<file path="config.mk">
export PLATFORM = sky130hd
export DESIGN_NAME = indexed_max_priority_queue_unit
export DESIGN_NICKNAME = d
export VERILOG_FILES = /design/src/ipq_pkg.sv /design/src/indexed_max_priority_queue_unit.sv /design/src/ipq_ctrl.sv /design/src/ipq_datapath.sv
export SDC_FILE = /design/constraint.sdc
export NUM_CORES = 2
export LEC_CHECK = 0
export BUFFER_PORTS_ARGS = -buffer_cell sky130_fd_sc_hd__buf_2
export CORE_ASPECT_RATIO = 0.8
export CORE_MARGIN = 1
export CORE_UTILIZATION = 30
export DETAILED_ROUTE_END_ITERATION = 16
export PLACE_DENSITY = 0.48
export SLEW_MARGIN = 30
export SYNTH_ARGS = -nofsm -noshare
export SYNTH_HDL_FRONTEND = slang
export SYNTH_HIERARCHICAL = 1
export SYNTH_SLANG_ARGS = --single-unit
</file>
<file path="constraint.sdc">
create_clock -name clock -period 12.98 [get_ports clock]
set_clock_uncertainty 0.05 [all_clocks]
set_input_delay 1.947 -clock clock [delete_from_list [all_inputs] [get_ports clock]]
set_output_delay 1.947 -clock clock [all_outputs]
set_load 0.01 [all_outputs]
</file>
<file path="src/ipq_pkg.sv">
// Shared types and constants of the indexed max-priority queue.
`default_nettype none
package ipq_pkg;

   localparam int QSIZE = 64;
   localparam int IDX_W = 6;
   localparam int CNT_W = 7;
   localparam int KEY_W = 32;

   typedef enum logic [2:0] {
      FUNC_INSERT     = 3'd0,
      FUNC_CHANGE     = 3'd1,
      FUNC_REMOVE_MAX = 3'd2,
      FUNC_REMOVE_IDX = 3'd3,
      FUNC_QUERY      = 3'd4
   } func_type;

   typedef enum logic [2:0] {
      ERR_OK        = 3'd0,
      ERR_BAD_INDEX = 3'd1,
      ERR_FULL      = 3'd2,
      ERR_PRESENT   = 3'd3,
      ERR_ABSENT    = 3'd4,
      ERR_EMPTY     = 3'd5
   } err_type;

   typedef enum logic [4:0] {
      ST_IDLE, ST_CHECK, ST_TK_G, ST_TK_L, ST_TK_K, ST_TK_M,
      ST_UP_RD, ST_UP_KRD, ST_UP_CMP,
      ST_DN_RD, ST_DN_K1, ST_DN_K2, ST_DN_SEL, ST_DN_CMP,
      ST_PLACE, ST_TOP, ST_TOP_K, ST_OUT
   } state_type;

   typedef struct packed {
      logic [2:0]       func;
      logic [IDX_W-1:0] entry_index;
      logic [KEY_W-1:0] entry_key;
   } req_type;

   typedef struct packed {
      logic [KEY_W-1:0] top_key;
      logic [IDX_W-1:0] top_index;
      logic [CNT_W-1:0] entry_count;
      logic             is_present;
      logic [2:0]       error_code;
   } rsp_type;

   typedef struct packed {
      logic    latch;
      logic    ins;
      logic    chg;
      logic    take_max;
      logic    take_idx;
      logic    err_we;
      err_type err;
      logic    rd_gone;
      logic    rd_last;
      logic    take_fix;
      logic    take_load;
      logic    up_rd;
      logic    up_krd;
      logic    up_move;
      logic    dn_rd;
      logic    dn_k1;
      logic    dn_k2;
      logic    dn_sel;
      logic    dn_move;
      logic    phase2;
      logic    place;
      logic    top_rd;
      logic    top_krd;
   } cmd_type;

   typedef struct packed {
      func_type func;
      logic     cnt_zero;
      logic     cnt_full;
      logic     present;
      logic     p_root;
      logic     p_last;
      logic     dn_none;
      logic     dn_pair;
      logic     up_go;
      logic     dn_go;
      logic     moved;
      logic     second;
      logic     down_first;
   } sts_type;

endpackage
`default_nettype wire

</file>
<file path="src/indexed_max_priority_queue_unit.sv">
// Top level of the indexed max-priority queue: sequencer plus datapath.
//  channel   ports                         handshake
//  request   start, busy, req_data         taken when start & !busy
//  result    rsp_strobe, rsp_data          one cycle per request, no stall
// One request at a time; a query or a rejected request passes through CHECK, TOP, TOP_K
// and OUT, where the result strobe is raised. A heap update reads and compares one parent
// or child level after another, fetching the last entry first on a removal and closing the
// sift at the end; each step is set by the single read port of each memory.
// Synchronous reset empties the queue at once; no clearing pass.
// The receiver cannot stall results.
`default_nettype none
module indexed_max_priority_queue_unit (
   input  wire logic             clock,
   input  wire logic             reset,
   input  wire logic             start,
   output logic                  busy,
   input  wire ipq_pkg::req_type req_data,
   output logic                  rsp_strobe,
   output ipq_pkg::rsp_type      rsp_data
);

   ipq_pkg::cmd_type cmd;
   ipq_pkg::sts_type sts;

   ipq_ctrl u_ctrl (
      .clock      (clock),
      .reset      (reset),
      .start      (start),
      .sts        (sts),
      .cmd        (cmd),
      .busy       (busy),
      .rsp_strobe (rsp_strobe)
   );

   ipq_datapath u_datapath (
      .clock    (clock),
      .reset    (reset),
      .req_data (req_data),
      .cmd      (cmd),
      .sts      (sts),
      .rsp_data (rsp_data)
   );

endmodule
`default_nettype wire

</file>
<file path="src/ipq_ctrl.sv">
// Sequencer of the indexed max-priority queue.
`default_nettype none
module ipq_ctrl (
   input  wire logic            clock,
   input  wire logic            reset,
   input  wire logic            start,
   input  wire ipq_pkg::sts_type sts,
   output ipq_pkg::cmd_type     cmd,
   output logic                 busy,
   output logic                 rsp_strobe
);

   ipq_pkg::state_type state_ff, state_in;
   ipq_pkg::state_type stop_st, first_st, second_st;

   always_ff @(posedge clock) begin
      if (reset) begin
         state_ff <= ipq_pkg::ST_IDLE;
      end else begin
         state_ff <= state_in;
      end
   end

   always_comb begin
      first_st  = sts.down_first ? ipq_pkg::ST_DN_RD : ipq_pkg::ST_UP_RD;
      second_st = sts.down_first ? ipq_pkg::ST_UP_RD : ipq_pkg::ST_DN_RD;
      stop_st   = (sts.moved || sts.second) ? ipq_pkg::ST_PLACE : second_st;
   end

   always_comb begin
      state_in = state_ff;
      case (state_ff)
         ipq_pkg::ST_IDLE: if (start) state_in = ipq_pkg::ST_CHECK;
         ipq_pkg::ST_CHECK: begin
            case (sts.func)
               ipq_pkg::FUNC_INSERT:
                  state_in = (sts.cnt_full || sts.present) ? ipq_pkg::ST_TOP
                                                           : ipq_pkg::ST_UP_RD;
               ipq_pkg::FUNC_CHANGE:
                  state_in = sts.present ? ipq_pkg::ST_UP_RD : ipq_pkg::ST_TOP;
               ipq_pkg::FUNC_REMOVE_MAX:
                  state_in = sts.cnt_zero ? ipq_pkg::ST_TOP : ipq_pkg::ST_TK_G;
               ipq_pkg::FUNC_REMOVE_IDX:
                  state_in = sts.present ? ipq_pkg::ST_TK_G : ipq_pkg::ST_TOP;
               default: state_in = ipq_pkg::ST_TOP;
            endcase
         end
         ipq_pkg::ST_TK_G: state_in = ipq_pkg::ST_TK_L;
         ipq_pkg::ST_TK_L: state_in = ipq_pkg::ST_TK_K;
         ipq_pkg::ST_TK_K: state_in = sts.p_last ? ipq_pkg::ST_TOP : ipq_pkg::ST_TK_M;
         ipq_pkg::ST_TK_M: state_in = first_st;
         ipq_pkg::ST_UP_RD: state_in = sts.p_root ? stop_st : ipq_pkg::ST_UP_KRD;
         ipq_pkg::ST_UP_KRD: state_in = ipq_pkg::ST_UP_CMP;
         ipq_pkg::ST_UP_CMP: state_in = sts.up_go ? ipq_pkg::ST_UP_RD : stop_st;
         ipq_pkg::ST_DN_RD: state_in = sts.dn_none ? stop_st : ipq_pkg::ST_DN_K1;
         ipq_pkg::ST_DN_K1: state_in = ipq_pkg::ST_DN_K2;
         ipq_pkg::ST_DN_K2: state_in = sts.dn_pair ? ipq_pkg::ST_DN_SEL : ipq_pkg::ST_DN_CMP;
         ipq_pkg::ST_DN_SEL: state_in = ipq_pkg::ST_DN_CMP;
         ipq_pkg::ST_DN_CMP: state_in = sts.dn_go ? ipq_pkg::ST_DN_RD : stop_st;
         ipq_pkg::ST_PLACE: state_in = ipq_pkg::ST_TOP;
         ipq_pkg::ST_TOP: state_in = ipq_pkg::ST_TOP_K;
         ipq_pkg::ST_TOP_K: state_in = ipq_pkg::ST_OUT;
         ipq_pkg::ST_OUT: state_in = ipq_pkg::ST_IDLE;
         default: state_in = ipq_pkg::ST_IDLE;
      endcase
   end

   always_comb begin
      cmd        = '0;
      cmd.err    = ipq_pkg::ERR_OK;
      busy       = (state_ff != ipq_pkg::ST_IDLE);
      rsp_strobe = (state_ff == ipq_pkg::ST_OUT);
      case (state_ff)
         ipq_pkg::ST_IDLE: cmd.latch = start;
         ipq_pkg::ST_CHECK: begin
            case (sts.func)
               ipq_pkg::FUNC_INSERT: begin
                  if (sts.cnt_full) begin
                     cmd.err_we = 1'b1;
                     cmd.err    = ipq_pkg::ERR_FULL;
                  end else if (sts.present) begin
                     cmd.err_we = 1'b1;
                     cmd.err    = ipq_pkg::ERR_PRESENT;
                  end else begin
                     cmd.ins = 1'b1;
                  end
               end
               ipq_pkg::FUNC_CHANGE: begin
                  if (sts.present) begin
                     cmd.chg = 1'b1;
                  end else begin
                     cmd.err_we = 1'b1;
                     cmd.err    = ipq_pkg::ERR_ABSENT;
                  end
               end
               ipq_pkg::FUNC_REMOVE_MAX: begin
                  if (sts.cnt_zero) begin
                     cmd.err_we = 1'b1;
                     cmd.err    = ipq_pkg::ERR_EMPTY;
                  end else begin
                     cmd.take_max = 1'b1;
                  end
               end
               ipq_pkg::FUNC_REMOVE_IDX: begin
                  if (sts.present) begin
                     cmd.take_idx = 1'b1;
                  end else begin
                     cmd.err_we = 1'b1;
                     cmd.err    = ipq_pkg::ERR_ABSENT;
                  end
               end
               default: cmd.err_we = 1'b0;
            endcase
         end
         ipq_pkg::ST_TK_G: cmd.rd_gone = 1'b1;
         ipq_pkg::ST_TK_L: cmd.rd_last = 1'b1;
         ipq_pkg::ST_TK_K: cmd.take_fix = 1'b1;
         ipq_pkg::ST_TK_M: cmd.take_load = 1'b1;
         ipq_pkg::ST_UP_RD: begin
            cmd.up_rd  = !sts.p_root;
            cmd.phase2 = sts.p_root && !(sts.moved || sts.second);
         end
         ipq_pkg::ST_UP_KRD: cmd.up_krd = 1'b1;
         ipq_pkg::ST_UP_CMP: begin
            cmd.up_move = sts.up_go;
            cmd.phase2  = !sts.up_go && !(sts.moved || sts.second);
         end
         ipq_pkg::ST_DN_RD: begin
            cmd.dn_rd  = !sts.dn_none;
            cmd.phase2 = sts.dn_none && !(sts.moved || sts.second);
         end
         ipq_pkg::ST_DN_K1: cmd.dn_k1 = 1'b1;
         ipq_pkg::ST_DN_K2: cmd.dn_k2 = 1'b1;
         ipq_pkg::ST_DN_SEL: cmd.dn_sel = 1'b1;
         ipq_pkg::ST_DN_CMP: begin
            cmd.dn_move = sts.dn_go;
            cmd.phase2  = !sts.dn_go && !(sts.moved || sts.second);
         end
         ipq_pkg::ST_PLACE: cmd.place = 1'b1;
         ipq_pkg::ST_TOP: cmd.top_rd = 1'b1;
         ipq_pkg::ST_TOP_K: cmd.top_krd = 1'b1;
         default: cmd.latch = 1'b0;
      endcase
   end

endmodule
`default_nettype wire

</file>
<file path="src/ipq_datapath.sv">
// Heap memories, key store, position map and working registers of the queue.
`default_nettype none
module ipq_datapath (
   input  wire logic             clock,
   input  wire logic             reset,
   input  wire ipq_pkg::req_type req_data,
   input  wire ipq_pkg::cmd_type cmd,
   output ipq_pkg::sts_type      sts,
   output ipq_pkg::rsp_type      rsp_data
);

   logic [ipq_pkg::KEY_W-1:0] key_mem [ipq_pkg::QSIZE];
   logic [ipq_pkg::IDX_W-1:0] heap_mem [ipq_pkg::QSIZE];
   logic [ipq_pkg::CNT_W-1:0] pos_mem [ipq_pkg::QSIZE];
   logic [ipq_pkg::QSIZE-1:0] posv_ff;

   logic [2:0]                func_ff;
   logic [ipq_pkg::IDX_W-1:0] idx_ff, mi_ff, ci_ff, gone_ff;
   logic [ipq_pkg::KEY_W-1:0] key_ff, mk_ff, ck_ff, key_q_ff;
   logic [ipq_pkg::IDX_W-1:0] heap_q_ff;
   logic [ipq_pkg::CNT_W-1:0] pos_q_ff, count_ff, p_ff;
   logic [ipq_pkg::CNT_W:0]   c_ff;
   ipq_pkg::err_type          err_ff;
   logic                      moved_ff, second_ff, dfirst_ff;

   logic                      heap_rd, heap_we, pos_we, key_rd;
   logic [ipq_pkg::IDX_W-1:0] heap_ra, heap_wa, heap_wd, pos_wa;
   logic [ipq_pkg::CNT_W-1:0] p_m1, ph_m1, cnt_m1;
   logic [ipq_pkg::CNT_W:0]   p_x2;

   always_comb begin
      p_m1    = p_ff - 1'b1;
      ph_m1   = (p_ff >> 1) - 1'b1;
      cnt_m1  = count_ff - 1'b1;
      p_x2    = {p_ff, 1'b0};
      heap_rd = cmd.rd_gone | cmd.rd_last | cmd.up_rd | cmd.dn_rd | cmd.dn_k1 | cmd.top_rd;
      heap_ra = '0;
      if (cmd.rd_gone) heap_ra = p_m1[ipq_pkg::IDX_W-1:0];
      if (cmd.rd_last) heap_ra = cnt_m1[ipq_pkg::IDX_W-1:0];
      if (cmd.up_rd)   heap_ra = ph_m1[ipq_pkg::IDX_W-1:0];
      if (cmd.dn_rd)   heap_ra = {p_m1[ipq_pkg::IDX_W-2:0], 1'b1};
      if (cmd.dn_k1)   heap_ra = c_ff[ipq_pkg::IDX_W-1:0];
      heap_we = cmd.up_move | cmd.dn_move | cmd.place;
      heap_wa = p_m1[ipq_pkg::IDX_W-1:0];
      heap_wd = cmd.up_move ? heap_q_ff : (cmd.dn_move ? ci_ff : mi_ff);
      pos_we  = heap_we;
      pos_wa  = heap_wd;
      key_rd  = cmd.up_krd | cmd.dn_k1 | cmd.dn_k2 | cmd.take_fix | cmd.top_krd;
   end

   always_ff @(posedge clock) begin
      if (cmd.ins || cmd.chg) key_mem[idx_ff] <= key_ff;
      if (key_rd) key_q_ff <= key_mem[heap_q_ff];
      if (heap_we) heap_mem[heap_wa] <= heap_wd;
      if (heap_rd) heap_q_ff <= heap_mem[heap_ra];
      if (pos_we) pos_mem[pos_wa] <= p_ff;
      if (cmd.latch) pos_q_ff <= pos_mem[req_data.entry_index];
   end

   always_ff @(posedge clock) begin
      if (reset) begin
         posv_ff  <= '0;
         count_ff <= '0;
      end else begin
         if (pos_we) posv_ff[pos_wa] <= 1'b1;
         if (cmd.take_fix) posv_ff[gone_ff] <= 1'b0;
         if (cmd.ins) count_ff <= count_ff + 1'b1;
         if (cmd.take_fix) count_ff <= cnt_m1;
      end
   end

   always_ff @(posedge clock) begin
      if (cmd.latch) begin
         func_ff   <= req_data.func;
         idx_ff    <= req_data.entry_index;
         key_ff    <= req_data.entry_key;
         err_ff    <= ipq_pkg::ERR_OK;
         moved_ff  <= 1'b0;
         second_ff <= 1'b0;
      end
      if (cmd.err_we) err_ff <= cmd.err;
      if (cmd.ins || cmd.chg) begin
         mi_ff     <= idx_ff;
         mk_ff     <= key_ff;
         dfirst_ff <= 1'b0;
         p_ff      <= cmd.ins ? count_ff + 1'b1 : pos_q_ff;
      end
      if (cmd.take_max || cmd.take_idx) begin
         dfirst_ff <= 1'b1;
         p_ff      <= cmd.take_max ? ipq_pkg::CNT_W'(1) : pos_q_ff;
      end
      if (cmd.rd_last) gone_ff <= heap_q_ff;
      if (cmd.take_fix) mi_ff <= heap_q_ff;
      if (cmd.take_load) mk_ff <= key_q_ff;
      if (cmd.up_move) begin
         p_ff     <= p_ff >> 1;
         moved_ff <= 1'b1;
      end
      if (cmd.dn_rd) c_ff <= p_x2;
      if (cmd.dn_k1) ci_ff <= heap_q_ff;
      if (cmd.dn_k2) ck_ff <= key_q_ff;
      if (cmd.dn_sel && (ck_ff < key_q_ff)) begin
         ci_ff <= heap_q_ff;
         ck_ff <= key_q_ff;
         c_ff  <= c_ff + 1'b1;
      end
      if (cmd.dn_move) begin
         p_ff     <= c_ff[ipq_pkg::CNT_W-1:0];
         moved_ff <= 1'b1;
      end
      if (cmd.phase2) second_ff <= 1'b1;
   end

   always_comb begin
      sts.func       = ipq_pkg::func_type'(func_ff);
      sts.cnt_zero   = (count_ff == '0);
      sts.cnt_full   = (count_ff >= ipq_pkg::CNT_W'(ipq_pkg::QSIZE));
      sts.present    = posv_ff[idx_ff];
      sts.p_root     = (p_ff == ipq_pkg::CNT_W'(1));
      sts.p_last     = (p_ff == count_ff);
      sts.dn_none    = (p_x2 > {1'b0, count_ff});
      sts.dn_pair    = (c_ff < {1'b0, count_ff});
      sts.up_go      = (key_q_ff < mk_ff);
      sts.dn_go      = (mk_ff < ck_ff);
      sts.moved      = moved_ff;
      sts.second     = second_ff;
      sts.down_first = dfirst_ff;
   end

   always_comb begin
      rsp_data.top_key     = sts.cnt_zero ? '0 : key_q_ff;
      rsp_data.top_index   = sts.cnt_zero ? '0 : heap_q_ff;
      rsp_data.entry_count = count_ff;
      rsp_data.is_present  = posv_ff[idx_ff];
      rsp_data.error_code  = err_ff;
   end

endmodule
`default_nettype wire

</file>
==> results.toml <==
[finish]
nNetsFinal = 6848
final_common_cell = "edfxtp_1"
fin_area_mm2 = 0.145
fill_cells = 39000
drive_gt1_share_pct = 25.7
final_cell_mix = "3066 x edfxtp_1, 807 x mux4_2, 348 x clkbuf_16"
utilization_pct = 34.8
area_growth_pct = 15.0
finalNonFillerCells = 12500

[global_routing]
grt_pass1_vias = 65700
overflow = 0
grt_start_max_net_pins = 104
antenna_found_initial = 35
grt_usage_pct = 17.3
grt_pass1_wl_mm = 522

[min_path]
hold_end = "u_datapath/ck_ff[31]"
hold_path.class = "flop to flop"
hold_start = "u_datapath/key_q_ff[31]"
whs_path_depth = 0

[critical_path]
critPathTopFamily = "compound AO/OA/AOI/OAI gates"
r2r_end = "u_datapath/posv_ff[60]"
r2r_slack_ps = 5810
crit_buf_inv = 4
path_cells = "ha_1, a21o_1, a21oi_1, nor2b_1, o21ai_0, a21oi_1, a2111oi_0, a211oi_1, a211oi_1, buf_4, inv_1, nor3_2, buf_4, mux2i_1, o21ai_4, buf_4, nand3_1, nor2_1, nor2_1, a211oi_1"
slowest_delay_ps = 970
cp-end-kind = "flop"
r2r_start = "u_datapath/mk_ff[17]"
worst_ep_arrival_time_ps = 7920
crit_type = "flop to flop"
crit_slowest_cell = "nor2_1"
worstPathRequired_ps = 13740
cp_max_fo = 40
ff2ff_path_depth = 20
cp-start-kind = "flop"

[cts]
post_cts_buffers = 0
ctsRootBufferMaster = "clkbuf_16"
clk_pin_slew_ps = 60
post_cts_resized = 0
cts_buffers = 345
cts_tree = "done"
htreeDepth = 5
cts_buffer_depth = 4
clock-sinks = 3145
clock_latency_ps = 970
cts_hold_buf = 0

[sta]
setup_viol = 0
layout_setup_ws_ps = 5810
period_share_pct = 55.2
tns_ps = 0
report.final.slew_viol_count = 0
max_freq_mhz = 140
relSlewSlack_pct = 29.8
tightestPinTransition_ps = 1050
final_hold_viol_count = 0
rsz0062_at_grt = "no"
period_minus_slack_ps = 7170

[detailed_routing]
wl_mm = 374
drtPass1Iterations = 6
vias = 65900
vias_per_cell = 5.26
ant_nets = 0
route.detailed.drc = 0
first_iter_violations = 7784
wl_per_cell_um = 29.9

[flow_run]
maxCapViolations = 0

[synthesis]
syn_inst = 6452
syn_area_mm2 = 0.126
ys_seq_area_share_pct = 74.1
synth_ff_type = "edfxtp_1"
ys_types = 76
yosysWarningCount = 6
synth-edff-count = 3066
syn_area_per_cell_um2 = 19.6
postSynthNetCount = 6609
ys_ff_latch = 3145
async_flop_share_pct = 0

[die]
die_h_um = 583
io_pins = 95
core_mm2 = 0.418
die_area_mm2 = 0.424
initial_utilization_pct = 30.2
die_w_um = 728
fp-row-count = 212

[pwr]
ir_drop_mv = 0.105
p_per_area_mw_per_mm2 = 210
p_leak_nw = 45.5

[placed_design]
dp_cells = 11900
dpl_worst_slack_ps = 5640
io_buffers = 94
place_area_mm2 = 0.134
gp_congestion = 0.837
hpwl_mm = 208

[outcome]
status = "finished, final reports clean"
[flip-flops by register name, summed over array words and instances (netlist names)]
| name | count |
|---|---|
| u_datapath/second_ff | 1 |
| u_datapath/key_ff | 32 |
| u_datapath/posv_ff | 64 |
| u_datapath/mi_ff | 6 |
| u_datapath/idx_ff | 6 |
| u_datapath/count_ff | 7 |
| u_datapath/gone_ff | 6 |
| u_datapath/dfirst_ff | 1 |
| u_datapath/key_q_ff | 32 |
| u_datapath/pos_q_ff | 7 |
| u_datapath/key_mem | 2048 |
| u_datapath/ck_ff | 32 |
| u_datapath/heap_q_ff | 6 |
| u_datapath/ci_ff | 6 |
| u_datapath/mk_ff | 32 |
| u_datapath/c_ff | 8 |
| u_datapath/p_ff | 7 |
| u_datapath/func_ff | 3 |
| u_datapath/moved_ff | 1 |
| u_datapath/heap_mem | 384 |
| u_datapath/pos_mem | 448 |
| u_ctrl/state_ff | 5 |
| u_datapath/err_ff | 3 |
[how the worst max path moves through the flow]
| stage | cells past startpoint | to | startpoint |
|---|---|---|---|
| after global routing | 20 | u_datapath/posv_ff[60] | u_datapath/mk_ff[17] |
| final | 20 | u_datapath/posv_ff[60] | u_datapath/mk_ff[17] |
| after CTS | 19 | u_datapath/posv_ff[57] | u_datapath/mk_ff[13] |
| after detailed placement | 19 | u_datapath/posv_ff[57] | u_datapath/mk_ff[13] |
| after global placement | 18 | u_datapath/pos_mem[28][4] | u_datapath/mk_ff[17] |
| after floorplan | 17 | u_datapath/pos_mem[10][0] | u_datapath/mk_ff[17] |
[area by class of cell]
| type | count | area (um^2) | share of cell area, % |
|---|---|---|---|
| sequential | 3145 | 93600 | 64.4 |
| multi-input combinational | 2780 | 31300 | 21.6 |
| clock buffer | 425 | 9030 | 6.21 |
| tap | 5564 | 6960 | 4.79 |
| timing repair buffer | 295 | 2180 | 1.50 |
| clock inverter | 192 | 1720 | 1.18 |
| inverter | 124 | 465 | 0.320 |
| antenna | 8 | 20.0 | 0.0138 |
[per-layer routing]
metal | part of all wire (%) | vias to the layer above | track usage, %
li1 | - | 27200 | -
met5 | 0.0072 | - | 0
met4 | 2.2 | 4 | 4.00
met1 | 45 | 35800 | 25.6
met2 | 46 | 2435 | 26.8
met3 | 6.8 | 480 | 2.58
[where the power goes]
group,internal [mW],switching (mW)
logic,3.16,5.48
clock network,5.40,4.04
registers,12.2,0.235
total,20.8,9.75
[metrics by stage]
stage               hold WS (ps)  total power, mW
floorplan                    373             17.8
CTS                          411             30.8
finish                       418             30.5
detailed placement           443             21.4
global route                 424             31.7
global placement             436             21.3
[cell families after synthesis]
kind of cell | synth area share (%)
flip-flops | 74.1
adder cells (fa/ha/maj) | 1.12
multiplexers | 15.3
buffers and inverters | 1.68
AND/OR/NAND/NOR | 3.53
XOR/XNOR | 0.263
AO/OA/AOI/OAI | 3.97
[cell usage after synthesis, drive strengths merged (14+ instances only)]
| library cell | number | area share (%) |
|---|---|---|
| nand3 | 210 | 0.83 |
| o21ai | 253 | 1.0 |
| mux2 | 73 | 0.65 |
| ha | 113 | 1.1 |
| o31a | 25 | 0.17 |
| buf | 148 | 0.55 |
| a22oi | 15 | 0.089 |
| nand2 | 166 | 0.49 |
| mux2i | 40 | 0.32 |
| nand4 | 24 | 0.12 |
| nor3 | 54 | 0.23 |
| a221oi | 20 | 0.14 |
| a31oi | 18 | 0.10 |
| a21oi | 53 | 0.21 |
| edfxtp | 3066 | 73 |
| a21o | 31 | 0.18 |
| mux4 | 807 | 14 |
| a211oi | 78 | 0.46 |
| xnor2 | 28 | 0.19 |
| nor2 | 364 | 1.1 |
| and2 | 20 | 0.099 |
| inv | 124 | 0.37 |
| o21a | 17 | 0.10 |
| nand2b | 18 | 0.089 |
| clkbuf | 255 | 0.76 |
| o211ai | 14 | 0.083 |
| dfxtp | 79 | 1.3 |
| o31ai | 168 | 1.0 |
| nor2b | 27 | 0.13 |
No activity file was read; power rests on OpenSTA's default activity.
